**src/rtl/lscf_ram.sv**
```systemverilog
// ----------------------------------------------------------------------------
// lscf_ram: generic register file memory
// One write port and two read ports, read data registered.
// ----------------------------------------------------------------------------
`default_nettype none

module lscf_ram #(
    parameter int WIDTH = 8,
    parameter int DEPTH = 32
) (
    input  logic                     i_clk,
    input  logic                     i_we,
    input  logic [$clog2(DEPTH)-1:0] i_waddr,
    input  logic [WIDTH-1:0]         i_wdata,
    input  logic [$clog2(DEPTH)-1:0] i_raddr_a,
    input  logic [$clog2(DEPTH)-1:0] i_raddr_b,
    output logic [WIDTH-1:0]         o_rdata_a,
    output logic [WIDTH-1:0]         o_rdata_b
);

    logic [WIDTH-1:0] r_mem [DEPTH];

    always_ff @(posedge i_clk) begin
        if (i_we) begin
            r_mem[i_waddr] <= i_wdata;
        end
        o_rdata_a <= r_mem[i_raddr_a];
        o_rdata_b <= r_mem[i_raddr_b];
    end

endmodule

`default_nettype wire

```
**config.mk**
```make
export PLATFORM = sky130hd
export DESIGN_NAME = lscf_ram
export DESIGN_NICKNAME = d
export VERILOG_FILES = /design/src/rtl/lscf_ram.sv
export SDC_FILE = /design/constraint.sdc
export NUM_CORES = 1
export LEC_CHECK = 0
export ABC_CLOCK_PERIOD_IN_PS = 3800
export BUFFER_PORTS_ARGS = -buffer_cell sky130_fd_sc_hd__buf_2
export CAP_MARGIN = 20
export CORE_MARGIN = 10
export CORE_UTILIZATION = 35
export CTS_CLUSTER_SIZE = 16
export DETAILED_ROUTE_END_ITERATION = 6
export REMOVE_ABC_BUFFERS = 1
export SLEW_MARGIN = 10
export SYNTH_ARGS = -nofsm -noshare
export SYNTH_HDL_FRONTEND = slang
export SYNTH_SLANG_ARGS = --single-unit
```
**constraint.sdc**
```tcl
create_clock -name i_clk -period 3.8 [get_ports i_clk]
set_input_delay 0.76 -clock i_clk [delete_from_list [all_inputs] [get_ports i_clk]]
set_output_delay 0.76 -clock i_clk [all_outputs]
set_load 0.01 [all_outputs]
```
# [Word level (Yosys, flattened, before mapping)]
# Memories as Yosys holds them, arrays and structs flattened. A register that Yosys moved wholly into a read port is not among the register bits.
# Cells that the tools add are included.
[word_totals] out_inout_bits=16 ram_bits=256 latch_bits=0 elab_cells=3 ff_bits=0 n_memories=1 input_bits=25 mem_bits_ro=0
[op_classes] n_reduce_logical=0 n_mux=2 n_addsub=0 bitwise=0 magnitude_cmp=0 multipliers=0 n_shift=0 div=0 eq_ne=0
[mem_list] name="r_mem" depth=32 width=8 rd=2 rd_clocked_by_memory_dff=2 wr=1 line="21" rtl="logic [WIDTH-1:0] r_mem [DEPTH];"
[op_table] cell="two-way mux 1 bit" count=2

# [Logic depth before layout (Yosys ltp)]
[logic_depth] ltp_word=2 mapped_depth=5

# [Worst setup path before layout]
# Ideal clock, no wire load.
[synth_timing] kind="input-to-reg" startpoint="input port i_raddr_b[1]" endpoint="register o_rdata_b[0], read port of r_mem" setup_time_ns=0.121 path_slack_ns=1.237 path_stages=5 t_arrival_ns=2.442 path_cell_list="clkbuf_1 > buf_1 > mux4_2 > mux4_2 > mux2_2"
[synth_rtl] element="from (decl)" line="16" rtl="input logic [$clog2(DEPTH)-1:0] i_raddr_b,"
[synth_rtl] element="to (decl)" line="18" rtl="output logic [WIDTH-1:0] o_rdata_b"

==> results.cfg <==
[worst_setup_path]
cp_top_family = multiplexers
crit_end = o_rdata_b[5]
rr_worst_depth = 3
end_kind = flop
timing.setup.critical_path_class = primary input to flop
crit_fanout = 21
worstReg2RegStart = r_mem[2][1]
worstPathArrival_ns = 2.81
critical-path-top-cell-by-count = mux4_2
ff2ff_setup_slack_ns = 1.97
crit_chain = buf_2 -> buf_4 -> mux4_2 -> mux4_2 -> mux2_2
critical_path_start = i_raddr_b[1]
cp.buffers_inverters = 2
critPathMaxStageDelay_ns = 0.53
setup.worst_path.start_class = primary input
timing.critical_path.required_ns = 4.21
critical_path_depth = 5
reg2reg_to = o_rdata_a[1]
cp_slowest_cell = mux4_2

[timing]
finalWorstPathRequiredPeriod_ns = 2.40
max-slew-margin-rel = 0.347
min_period_over_period = 0.630
fin_setup_tns_ns = 0
clock-skew-final_ns = 0.00939
worst_slew_pin_slew_ns = 0.976
setup_violations = 0
finalHoldViolCount = 0
slew_viol_final = 0
timing.fmax_mhz = 417
rsz0062_at_grt = false

[power_and_ir_drop]
sw_frac_of_total = 0.205
comb_power_share = 0.075
pwr_density_cell_mw_per_mm2 = 486
leakage_nw = 4.45
switchingPower_w = 0.00141
report.power.total_w = 0.00687
power.ir.vdd_worst_v = 0.000381
seq_power_share = 0.490
clock_power_share = 0.435
power_report.internal_total_w = 0.00547

[finish]
final_common_cell = edfxtp_1
antennaDiodeCount = 0
fillerInstances = 3023
area.growth.synth_to_final_pct = 15.8
commonest_non_fill_non_tap_cells_in_the_layout = edfxtp_1 (256), mux4_2 (160), buf_2 (38), buf_4 (36), nor2_1 (33)
drive_above_1_share = 0.485
final_design_area_no_fill_sq_mm = 0.0141
nNetsFinal = 627

[detailed_routing]
drc = 0
detail_route.vias_per_cell = 5.76
tritonroute_pass_1_iters = 4
top_layer = met4
wl_met1_um = 12800
route.met2.wl_um = 15200
route.detailed.wl_per_inst_um = 29.0
detail_route.wirelength_um = 31300
antenna_left = 0
met3_length_um = 2650
detailedRoute.firstIterationViolations = 546
vias_post_dr = 6209

[yosys]
synthesis.area_sq_mm = 0.0122
synth_cell_types = 15
ys_ff_latch = 272
number_of_cells_produced_by_synthesis = 532
post_synth.cell_area_avg_sq_um = 22.9
ys.warnings.count = 0
synth_sequential_area_ratio = 0.656

[clocking]
cts.sinks = 272
cts-hold-fix-buffers = 0
worst_setup_hold_path_clk_slew_ns = 0.06
cts_tree = done
cts_root_buf = clkbuf_16
clk_path_buf_depth = 3
number_of_gates_given_a_new_drive_strength_after_cts = 0
tritoncts.num_buffers = 29
ctsHtreeMaxLevel = 1
cts.repair_timing.setup_buffer_count = 0
clkLatencyLatePin_ns = 0.53

[die]
placement_rows = 68
dieHeight_um = 207
boundary_pins = 41
die-width_um = 207
core_sq_mm = 0.0345
floorplan.die_area_sq_mm = 0.0427
initial_utilization = 0.354

[status]
outcome = completed

[hold_path]
holdCritPathClass = primary input to flop

[global_route]
first_global_vias = 6707
grt_pass1_wl_um = 45800
antenna_violations_before_repair = 0
global_route.overflow_total = 0
global_route.usage.total = 0.147
grt_max_degree = 65

[place]
dp.final_hpwl_um = 19700
placement.cell_area_sq_mm = 0.0131
finalWeightedCongestion = 0.828
placement.io_buffers = 40

[run]
cap_viol_max_count = 0
-- flip-flops by register name, indices dropped and copies added (netlist names) --
| signal | cells |
|---|---|
| r_mem | 256 |
| o_rdata_a | 8 |
| o_rdata_b | 8 |
-- metal layers --
metal  vias to the layer above  GRT usage
met4                         0     0.0339
li1                       2497          -
met2                       297      0.239
met5                         -          0
met1                      3371      0.194
met3                        44     0.0403
-- power groups by stage --
stage / sequential [W] / combinational (W) / clock [W]
after floorplan: 0.00343 / 0.000252 / 0
after global placement: 0.00343 / 0.000513 / 0
after detailed placement: 0.00343 / 0.000526 / 0
after CTS: 0.00336 / 0.000527 / 0.00305
after global routing: 0.00337 / 0.000554 / 0.00318
final: 0.00337 / 0.000517 / 0.00299
-- layout make-up --
| type | count | area [sq um] | area share |
|---|---|---|---|
| clock inverters | 15 | 230 | 0.0163 |
| multi-input cells | 221 | 3990 | 0.282 |
| repair buffers | 78 | 541 | 0.0382 |
| well taps | 455 | 569 | 0.0403 |
| clock buffers | 37 | 796 | 0.0563 |
| flip-flops and latches | 272 | 8010 | 0.567 |
-- logic make-up (layout without fill, tap and decap cells) --
group / after synthesis / count (layout) / synth area share
muxes: 176 / 176 / 0.310
DFF: 272 / 272 / 0.656
and+or+nand+nor: 45 / 45 / 0.0170
buffers and inverters: 39 / 130 / 0.0171
-- synth_stat cells --
master      n  share of area
edfxtp_1  256           0.63
nor2_1     33          0.010
buf_2       2        0.00082
nand2_1     1        0.00031
nand3_1     2        0.00082
clkbuf_1    7         0.0022
mux2_2     16          0.015
buf_6       2         0.0018
buf_4      12         0.0074
or3_1       1        0.00051
nand3b_1    5         0.0031
mux4_2    160           0.30
or3b_2      3         0.0022
buf_1      16         0.0049
dfxtp_1    16          0.026
-- worst min-delay path by stage --
| stage | depth (start not counted) | endpoint | startpoint | slack, ns |
|---|---|---|---|---|
| 5_1_grt | 2 | o_rdata_b[7] | i_raddr_b[3] | 0.71 |
| 6_report | 1 | r_mem[12][4] | i_wdata[4] | 0.72 |
| 2_1_floorplan | 0 | r_mem[0][0] | i_wdata[0] | 0.86 |
| 3_5_place_dp | 3 | o_rdata_b[0] | r_mem[20][0] | 0.92 |
| 4_1_cts | 2 | o_rdata_b[1] | i_raddr_b[3] | 0.71 |
| 3_3_place_gp | 3 | o_rdata_b[3] | r_mem[16][3] | 0.90 |
-- stage by stage --
| step | hold slack (ns) | cells | util | worst slack [ns] |
|---|---|---|---|---|
| 6_report | 0.719 | 1078 | 0.410 | 1.40 |
| 5_1_grt | 0.713 | 1078 | 0.410 | 1.36 |
| 4_1_cts | 0.708 | 1078 | 0.410 | 1.42 |
| 3_5_place_dp | 0.916 | 1026 | 0.380 | 0.855 |
| 3_3_place_gp | 0.903 | 1026 | 0.380 | 0.886 |
| 2_1_floorplan | 0.859 | 493 | - | 1.72 |
No activity file was read; power rests on OpenSTA's default activity.
